`config.mk`:
```
export PLATFORM = sky130hd
export DESIGN_NAME = bcfl_front_flat
export DESIGN_NICKNAME = d
export VERILOG_FILES = /design/src/hdl/bcfl_pkg.sv /design/src/hdl/bcfl_if.sv /design/src/hdl/bcfl_front.sv /design/src/flat_wrapper.sv
export SDC_FILE = /design/constraint.sdc
export NUM_CORES = 1
export LEC_CHECK = 0
export BUFFER_PORTS_ARGS = -buffer_cell sky130_fd_sc_hd__clkbuf_2
export CORE_AREA = 2 2 47 49
export DETAILED_ROUTE_END_ITERATION = 10
export DIE_AREA = 0 0 49 51
export GPL_TIMING_DRIVEN = 0
export PLACE_DENSITY = 0.81
export SLEW_MARGIN = 20
export SYNTH_ARGS = -nofsm -noshare
export SYNTH_HDL_FRONTEND = slang
export SYNTH_SLANG_ARGS = --single-unit
```
`constraint.sdc`:
```
create_clock -name vclk -period 1.75
set_input_delay 0.175 -clock vclk [all_inputs]
set_output_delay 0.175 -clock vclk [all_outputs]
set_load 0.02 [all_outputs]
```
`src/hdl/bcfl_pkg.sv`:
```
package bcfl_pkg;

    localparam int NUM_BLOCKS  = 1024;
    localparam int BLOCK_WORDS = 256;

    localparam int BLK_W    = $clog2(NUM_BLOCKS);
    localparam int CNT_W    = 11;
    localparam int WORDS_W  = 9;
    localparam int LEN_W    = 20;
    localparam int BW_SHIFT = $clog2(BLOCK_WORDS);
    localparam int NEED_W   = LEN_W - BW_SHIFT + 1;
    localparam int MARK_W   = CNT_W + WORDS_W;
    localparam int Q_DEPTH  = 2;
    localparam int QPTR_W   = $clog2(Q_DEPTH);
    localparam int QCNT_W   = $clog2(Q_DEPTH + 1);

    typedef enum logic [1:0] {
        OP_ALLOC   = 2'd0,
        OP_RELEASE = 2'd1,
        OP_INSPECT = 2'd2,
        OP_NONE    = 2'd3
    } t_op;

    typedef enum logic [1:0] {
        ST_OK    = 2'd0,
        ST_ZERO  = 2'd1,
        ST_SHORT = 2'd2,
        ST_OVER  = 2'd3
    } t_status;

    typedef enum logic [2:0] {
        S_CLEAR,
        S_IDLE,
        S_AWALK,
        S_AEND,
        S_RWALK,
        S_RLINK,
        S_INSP
    } t_bstate;

    typedef struct packed {
        logic [1:0]       operation;
        logic [LEN_W-1:0] length_words;
        logic [9:0]       first_block;
        logic [10:0]      chain_blocks;
    } t_req;

    typedef struct packed {
        logic [9:0]  start_block;
        logic [10:0] blocks_taken;
        logic [8:0]  words_used;
        logic [10:0] chain_position;
        logic [9:0]  next_of_block;
        logic [10:0] blocks_free;
        logic [1:0]  status;
    } t_rsp;

    typedef struct packed {
        t_op                op;
        logic               zero;
        logic [NEED_W-1:0]  need;
        logic [WORDS_W-1:0] rest;
        logic [BLK_W-1:0]   first;
        logic [CNT_W-1:0]   count;
    } t_cmd;

    typedef struct packed {
        logic [CNT_W-1:0]   pos;
        logic [WORDS_W-1:0] used;
    } t_marks;

endpackage

```
`src/hdl/bcfl_if.sv`:
```
interface bcfl_req_if import bcfl_pkg::*; ();
    logic valid;
    logic ready;
    t_req payload;

    modport source (output valid, output payload, input ready);
    modport sink (input valid, input payload, output ready);
endinterface


```
`src/hdl/bcfl_front.sv`:
```
module bcfl_front import bcfl_pkg::*; (
    bcfl_req_if.sink i_req,
    input  logic     i_full,
    input  logic     i_clearing,
    output logic     o_push,
    output t_cmd     o_cmd
);

    logic [BW_SHIFT-1:0] len_low;

    assign len_low     = i_req.payload.length_words[BW_SHIFT-1:0];
    assign i_req.ready = !i_full && !i_clearing;
    assign o_push      = i_req.valid && i_req.ready;

    // Blocks needed is the length rounded up to whole blocks; the last
    // block holds the remainder, or a full block when there is none.
    always_comb begin
        o_cmd.op    = t_op'(i_req.payload.operation);
        o_cmd.first = BLK_W'(i_req.payload.first_block);
        o_cmd.count = i_req.payload.chain_blocks;
        o_cmd.need  = NEED_W'(i_req.payload.length_words >> BW_SHIFT)
                    + NEED_W'(|len_low);
        o_cmd.rest  = (len_low == '0) ? WORDS_W'(BLOCK_WORDS) : WORDS_W'(len_low);
        case (o_cmd.op)
            OP_ALLOC:   o_cmd.zero = (i_req.payload.length_words == '0);
            OP_RELEASE: o_cmd.zero = (i_req.payload.chain_blocks == '0);
            default:    o_cmd.zero = 1'b0;
        endcase
    end

endmodule

```
`src/flat_wrapper.sv`:
```
// flat-port wrapper written by rule: the top's interface ports become plain ports
module bcfl_front_flat import bcfl_pkg::*;
  (i_full, i_clearing, o_push, o_cmd, i_req_valid, i_req_payload, i_req_ready);
  bcfl_req_if i_req_i ();
  input  logic i_full;
  input  logic i_clearing;
  output logic o_push;
  output t_cmd o_cmd;
  input wire logic [$bits(i_req_i.valid)-1:0] i_req_valid;
  input wire logic [$bits(i_req_i.payload)-1:0] i_req_payload;
  output wire logic [$bits(i_req_i.ready)-1:0] i_req_ready;
  assign i_req_i.valid = i_req_valid;
  assign i_req_i.payload = i_req_payload;
  assign i_req_ready = i_req_i.ready;
  bcfl_front u_core (.i_req(i_req_i), .i_full(i_full), .i_clearing(i_clearing), .o_push(o_push), .o_cmd(o_cmd));
endmodule
```
After elaboration in Yosys (flattened, before gate mapping)
Index checks and enable logic that the tools add are counted.
{"block": "totals", "output_inout_bits": 48, "regBits": 0, "in_bits": 46, "elab_cells": 13}
{"block": "op_classes", "n_reduce_logical": 9, "add_sub_neg": 1, "n_mux": 2, "eq_ne": 1}
{"operator": "logical NOT 20 bit", "n": 1}
{"operator": "adder 12 x 1 -> 13 bit", "n": 1}
{"operator": "logical NOT 11 bit", "n": 1}
{"operator": "2-to-1 mux 9 bit", "n": 1}
{"operator": "logical NOT 8 bit", "n": 1}
{"operator": "OR reduction 8 bit", "n": 1}
{"operator": "== test 2 x 1 -> 1 bit, second input constant", "n": 1}
{"operator": "logical AND 1 bit", "n": 2}
{"operator": "logical NOT 1 bit", "n": 2}
{"operator": "logical NOT 2 bit", "n": 1}
{"operator": "case mux 1 bit (2 select lines)", "n": 1}

Depth between registers and ports, before layout
Gate-level depths: netlist of run 1.
{"block": "logic_depth", "depth_word": 3, "depth_mapped": 7, "ltp_nobuf": 7}

Least setup slack after synthesis of run 1
No wires, ideal clock.
{"block": "synth_path", "path_kind": "in2out", "from": "in i_req_payload[21]", "to": "out o_cmd[42] in the netlist's numbering", "n_path_buf": 0, "arrival_time_ns": 1.604, "slack_ns": -0.029, "required_time_ns": 1.575, "path_stages": 6, "path_cell_list": "nor4_1 nand2_1 ha_1 ha_1 nand4_4 nor4_1"}
{"item": "start, declared", "line": "flat_wrapper.sv:10", "source": "input wire logic [$bits(i_req_i.payload)-1:0] i_req_payload;"}
{"item": "end, declared", "line": "flat_wrapper.sv:8", "source": "output t_cmd o_cmd;"}

==> metrics.md, run 1 <==
| Metric | Value |
|---|---|
| Status | finished, final reports clean |
| Most frequent cell after synthesis | buf_4 |
| Global Route Usage Sum | 13.3% |
| Area share of xor/xnor cells in the synthesized design | roughly 16% |
| Filler cells | roughly 220 |
| Antenna violations before repair | 0 |
| Post-Route WL | 1860 µm |
| VDD IR max | 195 µV |
| Yosys top cell by area | buf_4 |
| Clk_buf instances | 0 |
| Setup TNS | 0 ns |
| Post-Synth Simple-Gate Area | 38.9% |
| Largest family of logic cells by synthesized area | buffers and inverters |
| Synth top area share | 31.8% |
| Routability cong. | around 0.73 |
| WHS | between 0.5 and 0.6 ns |
| Final nets | between 200 and 250 |
| Post-synthesis instance total | 81 |
| Pre-Repair DR Iteration Count | 4 |
| Top post-synthesis cells by area | buf_4 32%, xor2_1 9.7%, nor4_1 8.1% |
| Core box area | a little over 0.002 mm² |
| Wire per inst | between 9 and 10 µm |
| Worst-path fanout max | 4 |
| Hpwl dp | 1670 µm |
| Vias in the first global route | ~710 |
| Dpl ws | -0.260 ns |
| Final Core Density | 56.0% |
| Max transition margin | 81.3% |
| Area after DPL | 0.00100 mm² |
| Layout cell share with drive strength beyond 1 | approximately 74% |
| CTS Hold Bufs | 0 |
| Critical path arrival | ~1.5 ns |
| Hold Path Origin | i_req_payload[17] |
| P&R area growth vs syn | 113% |
| IO Count | 94 |
| Crit path kind | in2out |
| Die area | approximately 0.0025 mm² |
| Hold Path Stages | 2 |
| Synth Area in Adders | ~4.6% |
| Post-synthesis cell area | 543 µm² |
| Max-cap violations | 0 |
| Slew Viols, Final | 0 |
| Seq/Total Area, Yosys | 0% |
| First-pass GRT wire length | approximately 2800 µm |
| Final hold vios | 0 |
| Count of cell types in the netlist | 19 |
| Commonest cells post-synth | 23 x buf_4, 8 x clkbuf_1, 7 x nor2_1, 7 x nor4_1, 6 x xor2_1 |
| Power density over cell area | 266 mW/mm² |
| Lkg Pwr | 0.635 nW |
| Die span in y | 51 µm |
| DRT iter0 DRCs | 4 |
| Vias | 864 |
| Compound-Gate Fraction of Synth Area | 0.922% |
| Port Buf Inserts | 84 |
| Starting Density | between 20% and 30% |
| Hold Path Class | in2out |
| Final WS setup | 0.0765 ns |
| Fin area | 0.00116 mm² |
| CP Launch Type | primary input |
| Minimum clock period | ~1.7 ns |
| Yosys warns | 0 |
| Crit end category | primary output |
| Final setup viols | 0 |
| DR DRC count | 0 |
| Fmax | 598 MHz |
| Critical path required time | 1.57 ns |
| RSZ-0062 raised after global routing | yes |
| Synthesized area per cell | around 6.7 µm² |
| Cell Rows | 17 |
| FF+latch count | 0 |
| Post-synthesis mux area share | 0% |
| Slew @ Worst Pin | approximately 0.28 ns |
| Hold endpoint | o_cmd[17] |
| Crit share post-route | 95.6% |
| Ant. Diodes | 0 |
| Overflow after GRT | 0 |
| Syn nets | ~130 |
| Post-route ant nets | 0 |
| Chip Width | approximately 49 µm |
| Register area | 0 µm² |
| Vias/cell | 4.36 |
| Largest net degree at the start of global routing | 7 |
-- worst max-delay path by stage --
stage,cells after the start,from,slack (ns),to
6_report,9,i_req_payload[25],0.08,o_cmd[40]
5_1_grt,9,i_req_payload[23],-0.04,o_cmd[37]
4_1_cts,9,i_req_payload[27],-0.02,o_cmd[40]
3_5_place_dp,9,i_req_payload[26],-0.26,o_cmd[40]
3_3_place_gp,9,i_req_payload[21],-0.18,o_cmd[40]
2_1_floorplan,7,i_req_payload[22],0.04,o_cmd[38]
-- worst max-delay path: stages --
cell      delay, ns
clkbuf_2       0.11
nor4_4         0.26
nand2_2        0.11
ha_4           0.19
ha_4           0.17
nand4_4        0.10
nor4_4         0.05
xor2_1         0.15
clkbuf_4       0.18
-- cells by family (layout without fill, tap and decap cells) --
family / count (synthesis) / count (layout)
simple gates: 34 / 34
xor+xnor: 10 / 10
fa+ha+maj: 2 / 2
compound gates: 1 / 1
buf+inv: 34 / 123
-- cells in the final DEF, fill, tap and decap left out, types with 4 or more instances in the layout --
master,n
nand3_1,4
buf_6,4
clkbuf_2,76
nor2_1,6
clkbuf_1,8
xor2_1,6
nor4_1,4
buf_4,28
xnor2_1,4
-- cell type report --
type               instances  area [µm²]  area share [%]
multi-input cells         47         407            35.2
plain buffers             31         203            17.5
inverters                  3        11.3           0.974
well taps                 28        35.0            3.03
repair buffers            89         500            43.3
-- through the flow --
stage,power (mW),instances
after detailed placement,0.279,193
after floorplan,0.161,81
after CTS,0.299,198
after global placement,0.275,193
final,0.308,198
after global routing,0.329,198
-- report_power, final --
| group | switching (mW) | total [mW] | internal, mW |
|---|---|---|---|
| logic | 0.167 | 0.308 | 0.140 |
| clock network | 0 | 0 | 0 |
| registers | 0 | 0 | 0 |
| total | 0.167 | 0.308 | 0.140 |
-- layer usage --
metal	up-vias	GRT usage, %	part of all wire, %
met2	55	27.9	53
met5	-	0	0
met4	0	0	0
li1	431	-	-
met3	0	1.75	12
met1	378	14.9	35
-- repair_timing --
item | in CTS | in global routing
pin swaps | 8 | 6
hold endpoints to repair | 0 | 0
endpoints found under the setup margin | 8 | 11
resized for setup | 15 | 12
setup buffers | 5 | 0
Note: power is estimated with default switching activity, not from simulation.
==> inputs of run 2 (changes only) <==
--- a/config.mk
+++ b/config.mk
@@ -5,12 +5,11 @@
 export SDC_FILE = /design/constraint.sdc
 export NUM_CORES = 1
 export LEC_CHECK = 0
-export BUFFER_PORTS_ARGS = -buffer_cell sky130_fd_sc_hd__clkbuf_2
-export CORE_AREA = 2 2 47 49
+export CORE_AREA = 2 2 39 41
 export DETAILED_ROUTE_END_ITERATION = 10
-export DIE_AREA = 0 0 49 51
+export DIE_AREA = 0 0 41 43
+export DONT_BUFFER_PORTS = 1
 export GPL_TIMING_DRIVEN = 0
-export PLACE_DENSITY = 0.81
 export SLEW_MARGIN = 20
 export SYNTH_ARGS = -nofsm -noshare
 export SYNTH_HDL_FRONTEND = slang
==> constraint.sdc (replaced) <==
create_clock -name vclk -period 1.5
set_input_delay 0.15 -clock vclk [all_inputs]
set_output_delay 0.15 -clock vclk [all_outputs]
set_load 0.02 [all_outputs]
==> run 2 against run 1 <==
Compared with the run above:
- combinational power shrank 29%
- core utilization shrank 3.8 points
- final area shrank 37%
- non-clock buffer count shrank 86
- total power shrank 29%
- critical path depth shrank 2
- wire length shrank 26%
- die area shrank 29%
- setup slack lost 0.075 ns
- sequential share of layout area is the same
==> metrics.md, run 2 (synthesized netlist as in run 1, its figures left out) <==
| Metric | Value |
|---|---|
| Status | finished, final reports clean |
| Critical Path Start | i_req_payload[22] |
| Critical path arrival | 1.35 ns (-0.15 ns) |
| VDD IR max | 151 µV (-23%) |
| Final nets | 134 (-39%) |
| DR DRC count | 0 (unchanged) |
| Routability cong. | 0.678 (-7.3%) |
| Buf+Inv Stages, Crit Path | 0 (-2) |
| Layout cell share with drive strength beyond 1 | 54.8% (-19 points) |
| Ant. Diodes | 0 (unchanged) |
| P&R area growth vs syn | 33.2% |
| Port Buf Inserts | 0 (-100%) |
| Worst-path fanout max | 4 (unchanged) |
| Slew Viols, Final | 0 (unchanged) |
| Commonest non-fill, non-tap cell in the layout | buf_4 |
| Fin cells | 100 (-49%) |
| Most frequent cells in the layout | 26 x buf_4, 8 x clkbuf_1, 5 x nor2_1 |
| Crit end category | primary output |
| Critical path required time | 1.35 ns (-0.22 ns) |
| Max transition margin | 63.2% (-18 points) |
| Power density over cell area | 304 mW/mm² (+14%) |
| Family with the most delay on the worst path | simple AND/OR/NAND/NOR gates |
| RSZ-0062 raised after global routing | yes |
| Post-route ant nets | 0 (unchanged) |
| First-pass GRT wire length | 1770 µm (-37%) |
| Overflow after GRT | 0 (unchanged) |
| DRT iter0 DRCs | 1 (-3) |
| Cell Rows | 14 (-3) |
| Final WS setup | 0.00132 ns (-0.0752 ns) |
| Largest net degree at the start of global routing | 7 (unchanged) |
| Post-Route WL | 1370 µm (-26%) |
| Register area | 0 µm² (unchanged) |
| DP Cell Count | 97 (-50%) |
| Vias | 547 (-37%) |
| Lkg Pwr | 0.273 nW (-57%) |
| Crit share post-route | 99.9% |
| Dpl ws | -0.113 ns (+0.146 ns) |
| Hpwl dp | 1260 µm (-25%) |
| Die area | 0.00176 mm² (-29%) |
| Crit-path slowest cell | nor4_2 |
| WHS | 0.367 ns (-0.206 ns) |
| Setup TNS | 0 ns (unchanged) |
| Wire per inst | 13.7 µm (+46%) |
| Worst path max stage delay | 0.27 ns (about the same) |
| CP Launch Type | primary input |
| IO Count | 94 (unchanged) |
| Pre-Repair DR Iteration Count | 2 (-2) |
| Final Power | 0.220 mW (-29%) |
| Global Route Usage Sum | 13.3% (about the same) |
| Antenna violations before repair | 0 (unchanged) |
| Hold Path Class | in2out |
| Hold Path Origin | i_req_payload[35] |
| CTS Hold Bufs | 0 (unchanged) |
| Final setup viols | 0 (unchanged) |
| Worst path cell trace | nor4_2, nand2_2, ha_4, ha_4, nand4_4, nor2_2, xor2_2 |
| Fmax | 667 MHz |
| Clk_buf instances | 0 (unchanged) |
| Final hold vios | 0 (unchanged) |
| Max-cap violations | 0 (unchanged) |
| Crit path kind | in2out |
| FF+latch count | 0 (unchanged) |
| Starting Density | 39.2% (+13 points) |
| Slew @ Worst Pin | 0.547 ns (+0.271 ns) |
| Minimum clock period | 1.50 ns |
| Chip Width | 41 µm (-16%) |
| Core box area | 0.00138 mm² (-33%) |
| Vias in the first global route | 464 (-34%) |
| CP dominant cell by count | ha_4 |
| Vias/cell | 5.47 (+25%) |
| Die span in y | 43 µm (-16%) |
## run 2: final cells by class
cell class         instances  area [µm²]
multi-input cells         47         467
repair buffers             3        22.5
plain buffers             31         203
fillers                  139         661
well taps                 16        20.0
inverters                  3        11.3
## run 2: worst paths after layout
check / end / slack [ns] / depth (start not counted)
hold / removal: o_cmd[36] / 0.37 / 1
setup / recovery: o_cmd[38] / 0.001 / 7
## run 2: repair_timing
action                                  4_1_cts  5_1_grt
endpoints found under the setup margin        8       10
setup buffers                                 3        0
pin swaps                                     5        6
resized for setup                             7        7
## run 2: where the power goes
part	internal [mW]	switching, mW
Clock	0	0
Sequential	0	0
Combinational	0.0862	0.134
Total	0.0862	0.134
## run 2: routing by layer
layer / up-vias / GRT usage [%] / share of wire [%]
li1: 252 / - / -
met1: 249 / 15.2 / 33
met2: 46 / 25.6 / 55
met3: 0 / 1.57 / 12
met4: 0 / 0 / 0
met5: - / 0 / 0
## run 2: stage by stage
stage               instance area [µm²]  util [%]
floorplan                           596         -
global placement                    616      44.5
detailed placement                  616      44.5
CTS                                 678      49.0
global route                        723      52.3
finish                              723      52.3
