==> config.mk <==
export PLATFORM = sky130hd
export DESIGN_NAME = bcfl_queue
export DESIGN_NICKNAME = d
export VERILOG_FILES = /design/src/hdl/bcfl_pkg.sv /design/src/hdl/bcfl_queue.sv
export SDC_FILE = /design/constraint.sdc
export NUM_CORES = 1
export LEC_CHECK = 0
export BUFFER_PORTS_ARGS = -buffer_cell sky130_fd_sc_hd__buf_4
export CAP_MARGIN = 20
export CORE_MARGIN = 2
export CORE_UTILIZATION = 51
export CTS_CLUSTER_SIZE = 12
export DETAILED_ROUTE_END_ITERATION = 8
export PLACE_DENSITY = 0.78
export RECOVER_POWER = 100
export SLEW_MARGIN = 20
export SYNTH_ARGS = -nofsm -noshare
export SYNTH_HDL_FRONTEND = slang
export SYNTH_SLANG_ARGS = --single-unit
==> constraint.sdc <==
create_clock -name i_clk -period 3.95 [get_ports i_clk]
set_clock_uncertainty 0.2 [all_clocks]
set_input_delay 0.79 -clock i_clk [delete_from_list [all_inputs] [get_ports i_clk]]
set_output_delay 0.79 -clock i_clk [all_outputs]
set_load 0.01 [all_outputs]
==> src/hdl/bcfl_pkg.sv <==
package bcfl_pkg;

    localparam int NUM_BLOCKS  = 1024;
    localparam int BLOCK_WORDS = 256;

    localparam int BLK_W    = $clog2(NUM_BLOCKS);
    localparam int CNT_W    = 11;
    localparam int WORDS_W  = 9;
    localparam int LEN_W    = 20;
    localparam int BW_SHIFT = $clog2(BLOCK_WORDS);
    localparam int NEED_W   = LEN_W - BW_SHIFT + 1;
    localparam int MARK_W   = CNT_W + WORDS_W;
    localparam int Q_DEPTH  = 2;
    localparam int QPTR_W   = $clog2(Q_DEPTH);
    localparam int QCNT_W   = $clog2(Q_DEPTH + 1);

    typedef enum logic [1:0] {
        OP_ALLOC   = 2'd0,
        OP_RELEASE = 2'd1,
        OP_INSPECT = 2'd2,
        OP_NONE    = 2'd3
    } t_op;

    typedef enum logic [1:0] {
        ST_OK    = 2'd0,
        ST_ZERO  = 2'd1,
        ST_SHORT = 2'd2,
        ST_OVER  = 2'd3
    } t_status;

    typedef enum logic [2:0] {
        S_CLEAR,
        S_IDLE,
        S_AWALK,
        S_AEND,
        S_RWALK,
        S_RLINK,
        S_INSP
    } t_bstate;

    typedef struct packed {
        logic [1:0]       operation;
        logic [LEN_W-1:0] length_words;
        logic [9:0]       first_block;
        logic [10:0]      chain_blocks;
    } t_req;

    typedef struct packed {
        logic [9:0]  start_block;
        logic [10:0] blocks_taken;
        logic [8:0]  words_used;
        logic [10:0] chain_position;
        logic [9:0]  next_of_block;
        logic [10:0] blocks_free;
        logic [1:0]  status;
    } t_rsp;

    typedef struct packed {
        t_op                op;
        logic               zero;
        logic [NEED_W-1:0]  need;
        logic [WORDS_W-1:0] rest;
        logic [BLK_W-1:0]   first;
        logic [CNT_W-1:0]   count;
    } t_cmd;

    typedef struct packed {
        logic [CNT_W-1:0]   pos;
        logic [WORDS_W-1:0] used;
    } t_marks;

endpackage

==> src/hdl/bcfl_queue.sv <==
module bcfl_queue import bcfl_pkg::*; (
    input  logic i_clk,
    input  logic i_rst_n,
    input  logic i_push,
    input  t_cmd i_cmd,
    output logic o_full,
    output logic o_valid,
    output t_cmd o_cmd,
    input  logic i_pop
);

    t_cmd              r_mem [Q_DEPTH];
    logic [QPTR_W-1:0] r_wp;
    logic [QPTR_W-1:0] r_rp;
    logic [QCNT_W-1:0] r_cnt;

    assign o_full  = (r_cnt == QCNT_W'(Q_DEPTH));
    assign o_valid = (r_cnt != '0);
    assign o_cmd   = r_mem[r_rp];

    always_ff @(posedge i_clk) begin
        if (i_push) begin
            r_mem[r_wp] <= i_cmd;
        end
    end

    always_ff @(posedge i_clk) begin
        if (!i_rst_n) begin
            r_wp  <= '0;
            r_rp  <= '0;
            r_cnt <= '0;
        end else begin
            if (i_push) begin
                r_wp <= (r_wp == QPTR_W'(Q_DEPTH - 1)) ? '0 : r_wp + 1'b1;
            end
            if (i_pop) begin
                r_rp <= (r_rp == QPTR_W'(Q_DEPTH - 1)) ? '0 : r_rp + 1'b1;
            end
            if (i_push && !i_pop) begin
                r_cnt <= r_cnt + 1'b1;
            end else if (i_pop && !i_push) begin
                r_cnt <= r_cnt - 1'b1;
            end
        end
    end

endmodule

-- Yosys cells after proc, flatten, opt, wreduce, memory -nomap -nowiden
Memories as Yosys holds them, arrays and structs flattened. A register that Yosys moved wholly into a read port is not among the register bits.
Cells that the tools add are included.
- memory bits (writable): 92
- memories: 1
- register bits after elaboration: 4
- logic and storage cells: 23
- muxes and demuxes: 8
- add/subtract/negate cells: 4
- reduce and logical (&&, ||, !) cells: 6
- equal/unequal tests: 1
- memories (name ; words ; bits a word ; rd ports ; clocked after Yosys merged registers in ; wr ports ; line ; text):
    r_mem ; 2 ; 46 ; 1 ; 1 ; 1 ; bcfl_queue.sv:12 ; t_cmd r_mem [Q_DEPTH];
- operator list (operator ; count):
    $mux 1 ; 6
    $mux 2 ; 2
    $reduce_bool 2->1 ; 2
    $add 1x1->1 const B ; 2
    $add 2x1->2 const B ; 1
    $eq 2x2->1 const B ; 1
    $logic_and 1x1->1 ; 2
    $logic_not 1->1 ; 2
    $sub 2x1->2 const B ; 1

-- Logic depth before layout (Yosys ltp)
Gate-level depths: netlist of run 1.
- depth in word-level cells: 4
- depth in mapped cells: 5
- gate-level depth less buffers: 5

-- Worst setup path before layout of run 1
Ideal clock, no wire load.
- path kind: in2reg
- start: in i_push
- end: mem r_mem[0][0] (netlist bit), enable pin
- stages on the path: 1
- required time: 3.294 ns
- setup time: 0.456 ns
- slack: 0.427 ns
- data arrival time: 2.867 ns
- cell sequence: nor2b_1
- cells in the longest elaborated chain, start to end: 2
- ends and longest elaborated chain (what ; line ; text):
    start, declared ; bcfl_queue.sv:4 ; input logic i_push,
    $mux 1 ; bcfl_queue.sv:22 ; if (i_push) begin
    $mux 1 (implied by the code) ; bcfl_queue.sv:23 ; r_mem[r_wp] <= i_cmd;
    end, declared ; bcfl_queue.sv:12 ;
No other way between the ends.

==> results of run 1 <==
critical path, cell delays in order (launching register included):
cell and delay (ps):
dfxtp_2 710, clkbuf_2 580, mux2_2 420, clkbuf_1 140
worst min path at each step:
stage,end,slack (ps),depth (start not counted)
6_report,r_cnt[1],310,2
3_3_place_gp,r_cnt[1],280,2
3_5_place_dp,r_cnt[1],300,2
2_1_floorplan,r_cnt[1],260,2
4_1_cts,r_cnt[1],310,2
5_1_grt,r_cnt[1],350,2
metal layers:
metal	GRT usage, %	routed length [um]	vias to the layer above
met5	0	0	-
met4	7.13	115	0
met3	7.39	518	11
met2	26.7	3040	71
met1	17.7	2240	886
li1	-	-	851
power breakdown:
part	switching [mW]	internal, mW
sequential	0.0232	1.19
clock	0.315	0.324
combinational	0.111	0.106
total	0.449	1.62
per-stage QoR:
stage | area [um2] | cells
after global placement | 4360 | 339
after detailed placement | 4360 | 339
final | 4340 | 355
after CTS | 4570 | 355
after floorplan | 3550 | 165
after global routing | 4340 | 355
logic make-up after synthesis:
| kind of cell | count (synthesis) |
|---|---|
| adder cells (fa/ha/maj) | 1 |
| buffers and inverters | 6 |
| flip-flops | 97 |
| AO/OA/AOI/OAI | 3 |
| AND/OR/NAND/NOR | 9 |
| multiplexers | 46 |
| XOR/XNOR | 3 |
placed cells by master (no fill, tap or decap), drive strengths merged:
cell type  count
and2b          1
or2            1
o21ai          1
o21a           1
xor2           2
dfxtp          5
or3            1
clkbuf       106
xnor2          1
mux2          46
edfxtp        92
ha             1
clkinv         2
and2           4
inv            2
nor2b          2
buf            6
a21boi         1
flip-flops by register name, summed over array words and instances, names as in the netlist, named ones only:
register and flops:
r_wp 1, r_rp 1, r_mem 92, r_cnt 2
area by class of cell:
cell class / count / share of cell area (%)
inverters: 1 / 0.0865
well taps: 80 / 2.31
repair buffers: 99 / 12.1
flip-flops and latches: 97 / 66.0
clock buffers: 13 / 4.41
clock inverters: 3 / 0.432
multi-input cells: 62 / 14.6
==> flow_metrics.py, run 1 <==
metrics = {
    "sta": {
        "worst_pin_slew_ps": 2080,
        "setup_tns_ps": 0,
        "slew_headroom_pct": -38.6,
        "finalSetupViolations": 0,
        "rsz0062_at_grt": "false",
        "max_freq_mhz": 314,
        "hold_ws_ps": 314,
        "setup_slack_ps": 762,
        "period_share_pct": 80.7,
        "finalMaxSlewViolations": 70,
        "period_minus_slack_ps": 3190,
        "timing_hold_violations_final": 0,
    },
    "worst_setup_path": {
        "crit_type": "reg -> out",
        "worstSetupStartpointType": "flip-flop",
        "worstPathArrival_ps": 2200,
        "r2r_slack_ps": 1100,
        "r2r_cells": 2,
        "worstPathMaxFanout": 25,
        "r2r_start": "r_wp",
        "reg2reg_to": "r_mem[0][21]",
        "endpoint_kind": "primary output",
        "cp.required_ps": 2960,
        "endpoint": "o_cmd[32]",
    },
    "synth": {
        "synth_ff_type": "edfxtp_1",
        "synthMostInstantiatedCell": "edfxtp_1",
        "postSynthAreaPerCell_um2": 21.5,
        "synth_area_um2": 3550,
        "synth-simple-area-share_pct": 1.65,
        "synth-seq-area-share_pct": 80.5,
        "ys_ff_latch": 97,
        "synth_compound_area_share_pct": 0.563,
        "async_flop_share_pct": 0,
        "synth_top_family_by_area": "multiplexers",
        "yosysUniqueCellTypes": 17,
        "synth_mux_area_share_pct": 14.6,
        "synth_nets": 216,
        "ys_top_cells_by_area": "edfxtp_1 78%, mux2_2 15%, dfxtp_1 2.8%",
        "synth_warnings": 0,
        "synth_cells": 165,
        "synthXorXnorAreaFrac_pct": 0.739,
        "synth_adder_area_share_pct": 0.352,
        "synth_common_cells": "92 x edfxtp_1, 46 x mux2_2, 5 x dfxtp_1, 4 x and2_1, 4 x buf_6",
        "synth_edf_count": 92,
        "yosys.area.top_type": "edfxtp_1",
        "netlist.area_leader.share_pct": 77.7,
    },
    "clock_network": {
        "path_clk_slew_ps": 80,
        "postCtsHoldBufs": 0,
        "cts_max_path_buffers": 2,
        "cts_setup_buffers": 0,
        "cts.repair.resized": 0,
        "ctsHtreeMaxLevel": 3,
        "numCtsBuffers": 9,
        "cts_tree": "yes",
        "cts-root-buf": "clkbuf_8",
        "clock_latency_ps": 340,
        "cts.sinks": 97,
    },
    "place": {
        "gp_congestion": 0.688,
        "pre_cts_slack_ps": 1290,
        "portBuffers": 97,
        "dp_hpwl_mm": 4.00,
    },
    "routing": {
        "dr_total_vias": 1819,
        "routed_via_density": 5.12,
        "drc": 0,
        "routed_wl_mm": 5.91,
        "drt_first_iter_violations": 31,
        "dr.pass1.iters": 5,
        "ant_nets": 0,
        "avgRoutedWirePerCell_um": 16.7,
    },
    "cells_and_area": {
        "fin_nets": 321,
        "multi_input_area_um2": 636,
        "layout-drive-gt1-share_pct": 38.2,
        "layout.area.seq_um2": 2860,
        "syn_to_final_growth_pct": 22.1,
        "nFillCells": 537,
        "fin_util_pct": 64.2,
        "diodes": 0,
    },
    "floorplan": {
        "rows": 30,
        "die_area_um2": 7650,
        "die_w_um": 87.5,
        "start_util_pct": 52.6,
        "fp.coreArea_um2": 6760,
        "io_pins": 98,
        "die_h_um": 87.5,
    },
    "pwr": {
        "ir_drop_uv": 244,
        "power_mw": 2.07,
        "p_leak_nw": 1.51,
        "power.density_nw_per_um2": 476,
    },
    "global_route": {
        "overflow": 0,
        "antenna_found_initial": 0,
        "grt_max_degree": 47,
        "grt_first_pass_wirelength_mm": 8.83,
        "grt_pass1_vias": 1904,
        "track_usage_pct": 16.1,
    },
    "status": {
        "status": "complete, but fails checks",
        "violations": "capacitance limit, slew limit",
    },
    "run": {
        "cap_violations": 2,
    },
    "hold_path": {
        "hold_start": "r_cnt[1]",
        "hold_class": "reg -> reg",
    },
}
Note: power is estimated with default switching activity, not from simulation.
==> run 2, diff against run 1 <==
Clock period 3.95 ns to 2.95 ns, I/O delays scaled along.
==> flow_metrics.py, run 2 (same netlist as run 1, synthesis figures left out) <==
metrics = {
    "pwr": {
        "power.density_nw_per_um2": 630,
        "ir_drop_uv": 387,
        "p_leak_nw": 1.50,
    },
    "global_route": {
        "overflow": 0,
        "grt_first_pass_wirelength_mm": 8.87,
        "track_usage_pct": 16.0,
        "grt_max_degree": 48,
        "antenna_found_initial": 0,
        "grt_pass1_vias": 1884,
    },
    "sta": {
        "worst_pin_slew_ps": 1360,
        "setup_tns_ps": 0,
        "timing_hold_violations_final": 0,
        "max_freq_mhz": 400,
        "rsz0062_at_grt": "false",
        "setup_slack_ps": 450,
        "period_share_pct": 84.8,
        "finalSetupViolations": 0,
        "period_minus_slack_ps": 2500,
        "hold_ws_ps": 240,
        "finalMaxSlewViolations": 0,
        "slew_headroom_pct": 9.34,
    },
    "cells_and_area": {
        "layout_common_cells": "92 x edfxtp_1, 59 x clkbuf_1, 45 x mux2_2, 32 x clkbuf_4, 9 x clkbuf_8",
        "diodes": 0,
        "final_common_cell": "edfxtp_1",
        "fin_nets": 322,
        "syn_to_final_growth_pct": 22.6,
        "fin_util_pct": 64.5,
        "top_regs": "r_mem (92), r_cnt (2)",
        "layout-drive-gt1-share_pct": 38.0,
        "regMostFlops": "r_mem",
        "largest_reg_flops": 92,
        "nFillCells": 534,
    },
    "floorplan": {
        "rows": 30,
        "fp.coreArea_um2": 6760,
        "die_area_um2": 7650,
        "die_w_um": 87.5,
        "io_pins": 98,
        "die_h_um": 87.5,
        "start_util_pct": 52.6,
    },
    "routing": {
        "routed_via_density": 5.04,
        "dr.pass1.iters": 4,
        "ant_nets": 0,
        "routed_wl_mm": 6.01,
        "drt_first_iter_violations": 57,
        "avgRoutedWirePerCell_um": 16.9,
        "drc": 0,
        "dr_total_vias": 1796,
    },
    "hold_path": {
        "hold_class": "in -> reg",
    },
    "clock_network": {
        "path_clk_slew_ps": 90,
        "cts.repair.resized": 0,
        "numCtsBuffers": 9,
        "cts_tree": "yes",
        "clock_latency_ps": 340,
        "cts.sinks": 97,
        "postCtsHoldBufs": 0,
        "ctsHtreeMaxLevel": 3,
        "cts-root-buf": "clkbuf_8",
        "cts_max_path_buffers": 2,
        "cts_setup_buffers": 0,
    },
    "place": {
        "pre_cts_slack_ps": 786,
        "gp_congestion": 0.730,
        "portBuffers": 97,
        "dp_hpwl_mm": 4.05,
    },
    "status": {
        "status": "complete, no violations",
    },
    "worst_setup_path": {
        "cp.required_ps": 2160,
        "crit_type": "reg -> out",
        "endpoint_kind": "primary output",
        "worstSetupStartpointType": "flip-flop",
        "worstPathMaxFanout": 31,
        "worstPathArrival_ps": 1710,
    },
    "run": {
        "cap_violations": 0,
    },
}
==> run 2: cell type report <==
cell class                      count  area, um2  share of cell area, %
Multi-Input combinational cell     62        643                   14.8
Clock buffer                        9        124                   2.84
Clock inverter                      7       71.3                   1.64
Tap cell                           80        100                   2.30
Inverter                            1       3.75                 0.0861
Timing Repair Buffer              100        552                   12.7
Sequential cell                    97       2860                   65.7
==> run 2: power by group <==
group          internal (mW)  switching, mW
sequential              1.59         0.0279
combinational          0.148          0.153
clock                  0.390          0.439
==> run 2: metal layers <==
| metal | GRT usage [%] | up-vias | wire (um) |
|---|---|---|---|
| met1 | 19.0 | 884 | 2400 |
| met5 | 0 | - | 0 |
| li1 | - | 854 | - |
| met2 | 27.1 | 48 | 3190 |
| met3 | 4.55 | 10 | 302 |
| met4 | 7.27 | 0 | 116 |
==> run 2: worst paths after layout <==
path	depth (start not counted)	slack, ps	end	from
hold / removal	1	240	r_mem[0][37]	i_cmd[37]
hold reg to reg	2	340	r_cnt[1]	r_cnt[1]
setup / recovery	3	450	o_cmd[21]	flip-flop
setup reg to reg	2	700	r_mem[1][8]	r_wp
==> run 2: stage by stage <==
stage                     std cells  power [mW]  area [um2]
final                           356        2.75        4360
after global routing            356        2.86        4360
after CTS                       356        2.84        4580
after detailed placement        340        2.02        4390
after global placement          340        2.01        4390
after floorplan                 165        1.82        3560
==> run 2: worst max-delay path, cell delays in order, from the launching register on <==
cell and delay (ps):
dfxtp_2 590, buf_12 260, mux2_2 360, clkbuf_1 140
==> run 3, diff against run 2 <==
Clock period 2.95 ns to 2.49 ns, I/O delays scaled along.
==> flow_metrics.py, run 3 (same netlist as run 1, synthesis figures left out) <==
metrics = {
    "status": {
        "status": "complete, no violations",
    },
    "routing": {
        "ant_nets": 0,
        "dr_total_vias": 1798,
        "drt_first_iter_violations": 92,
        "dr.pass1.iters": 4,
        "routed_wl_mm": 6.14,
        "routed_via_density": 5.01,
        "avgRoutedWirePerCell_um": 17.1,
        "drc": 0,
    },
    "global_route": {
        "grt_first_pass_wirelength_mm": 9.31,
        "grt_pass1_vias": 1970,
        "track_usage_pct": 16.8,
        "overflow": 0,
        "grt_max_degree": 32,
        "antenna_found_initial": 0,
    },
    "sta": {
        "period_share_pct": 91.4,
        "setup_slack_ps": 214,
        "timing_hold_violations_final": 0,
        "slew_headroom_pct": 27.4,
        "finalMaxSlewViolations": 0,
        "period_minus_slack_ps": 2280,
        "finalSetupViolations": 0,
        "rsz0062_at_grt": "false",
        "worst_pin_slew_ps": 1090,
        "max_freq_mhz": 439,
        "setup_tns_ps": 0,
        "hold_ws_ps": 154,
    },
    "worst_setup_path": {
        "r2r_cells": 2,
        "worstSetupStartpointType": "flip-flop",
        "crit_path_top_delay_cell": "mux2_2",
        "worstPathArrival_ps": 1580,
        "max_stage_delay_ps": 390,
        "cp.required_ps": 1790,
        "cp_cell_sequence": "buf_4 > mux2_2 > clkbuf_1",
        "worstPathMaxFanout": 31,
        "r2r_slack_ps": 500,
        "crit_type": "reg -> out",
        "endpoint_kind": "primary output",
    },
    "floorplan": {
        "rows": 30,
        "start_util_pct": 52.6,
        "io_pins": 98,
        "die_w_um": 87.5,
        "fp.coreArea_um2": 6760,
        "die_h_um": 87.5,
        "die_area_um2": 7650,
    },
    "clock_network": {
        "cts_tree": "yes",
        "path_clk_slew_ps": 90,
        "cts.sinks": 97,
        "cts_max_path_buffers": 2,
        "cts-root-buf": "clkbuf_8",
        "cts.repair.resized": 0,
        "ctsHtreeMaxLevel": 3,
        "postCtsHoldBufs": 0,
        "clock_latency_ps": 340,
        "cts_setup_buffers": 0,
        "numCtsBuffers": 9,
    },
    "cells_and_area": {
        "largest_reg_flops": 92,
        "fin_util_pct": 63.9,
        "fin_nets": 325,
        "diodes": 0,
        "nFillCells": 540,
        "regMostFlops": "r_mem",
        "layout.area.seq_um2": 2860,
        "layout_common_cells": "92 x edfxtp_1, 58 x clkbuf_1, 46 x mux2_2, 38 x clkbuf_4, 9 x clkbuf_8",
        "multi_input_area_um2": 636,
        "layout-drive-gt1-share_pct": 39.1,
        "final_common_cell": "edfxtp_1",
        "top_regs": "r_mem (92), r_cnt (2)",
        "syn_to_final_growth_pct": 21.4,
    },
    "place": {
        "gp_congestion": 0.753,
        "pre_cts_slack_ps": 563,
        "dp_hpwl_mm": 4.18,
        "portBuffers": 97,
    },
    "hold_path": {
        "hold_class": "in -> reg",
        "whs_path_depth": 1,
    },
    "run": {
        "cap_violations": 0,
    },
    "pwr": {
        "p_leak_nw": 1.50,
        "power.density_nw_per_um2": 722,
        "ir_drop_uv": 416,
        "power_mw": 3.12,
    },
}
run 3: changes by cell type in the layout (fill, tap and decap cells not counted), moves of 2 or more:
cell | before | now
buf_12 | 2 | 0
clkbuf_2 | 1 | 3
clkbuf_4 | 32 | 38
clkinv_2 | 1 | 4
clkinv_4 | 2 | 0
clkinvlp_4 | 2 | 0
run 3: area by class of cell:
cell class	count	area share, %
inverter	1	0.0870
sequential	97	66.3
timing repair buffer	103	13.0
tap	80	2.32
clock buffer	12	3.13
multi-input combinational	62	14.7
clock inverter	4	0.464
run 3: critical path, delay by kind of cell, from the launching register on:
family | cells | cell delay (ps)
buf+inv | 2 | 490
mux | 1 | 390
flops | 1 | 330
run 3: path summary, 6_finish.rpt:
check / startpoint / to
hold reg to reg: r_cnt[1] / r_cnt[1]
setup / recovery: flip-flop / o_cmd[31]
setup reg to reg: r_wp / r_mem[1][43]
hold / removal: i_cmd[6] / r_mem[0][6]
run 3: stage by stage:
step	instance area, um2	cells
3_5_place_dp	4400	343
6_report	4320	359
5_1_grt	4320	359
3_3_place_gp	4400	343
2_1_floorplan	3560	165
4_1_cts	4550	359
run 3: layer usage:
metal / GRT usage (%) / vias up / wire length, um
met3: 4.74 / 4 / 282
met4: 6.57 / 0 / 40
met2: 28.5 / 45 / 3330
met5: 0 / - / 0
li1: - / 860 / -
met1: 20.2 / 889 / 2490
run 3: power breakdown:
part	internal, mW	total (mW)	leakage (nW)	switching (mW)
clock	0.358	0.848	0.0839	0.490
combinational	0.173	0.365	0.515	0.191
sequential	1.88	1.90	0.905	0.0233
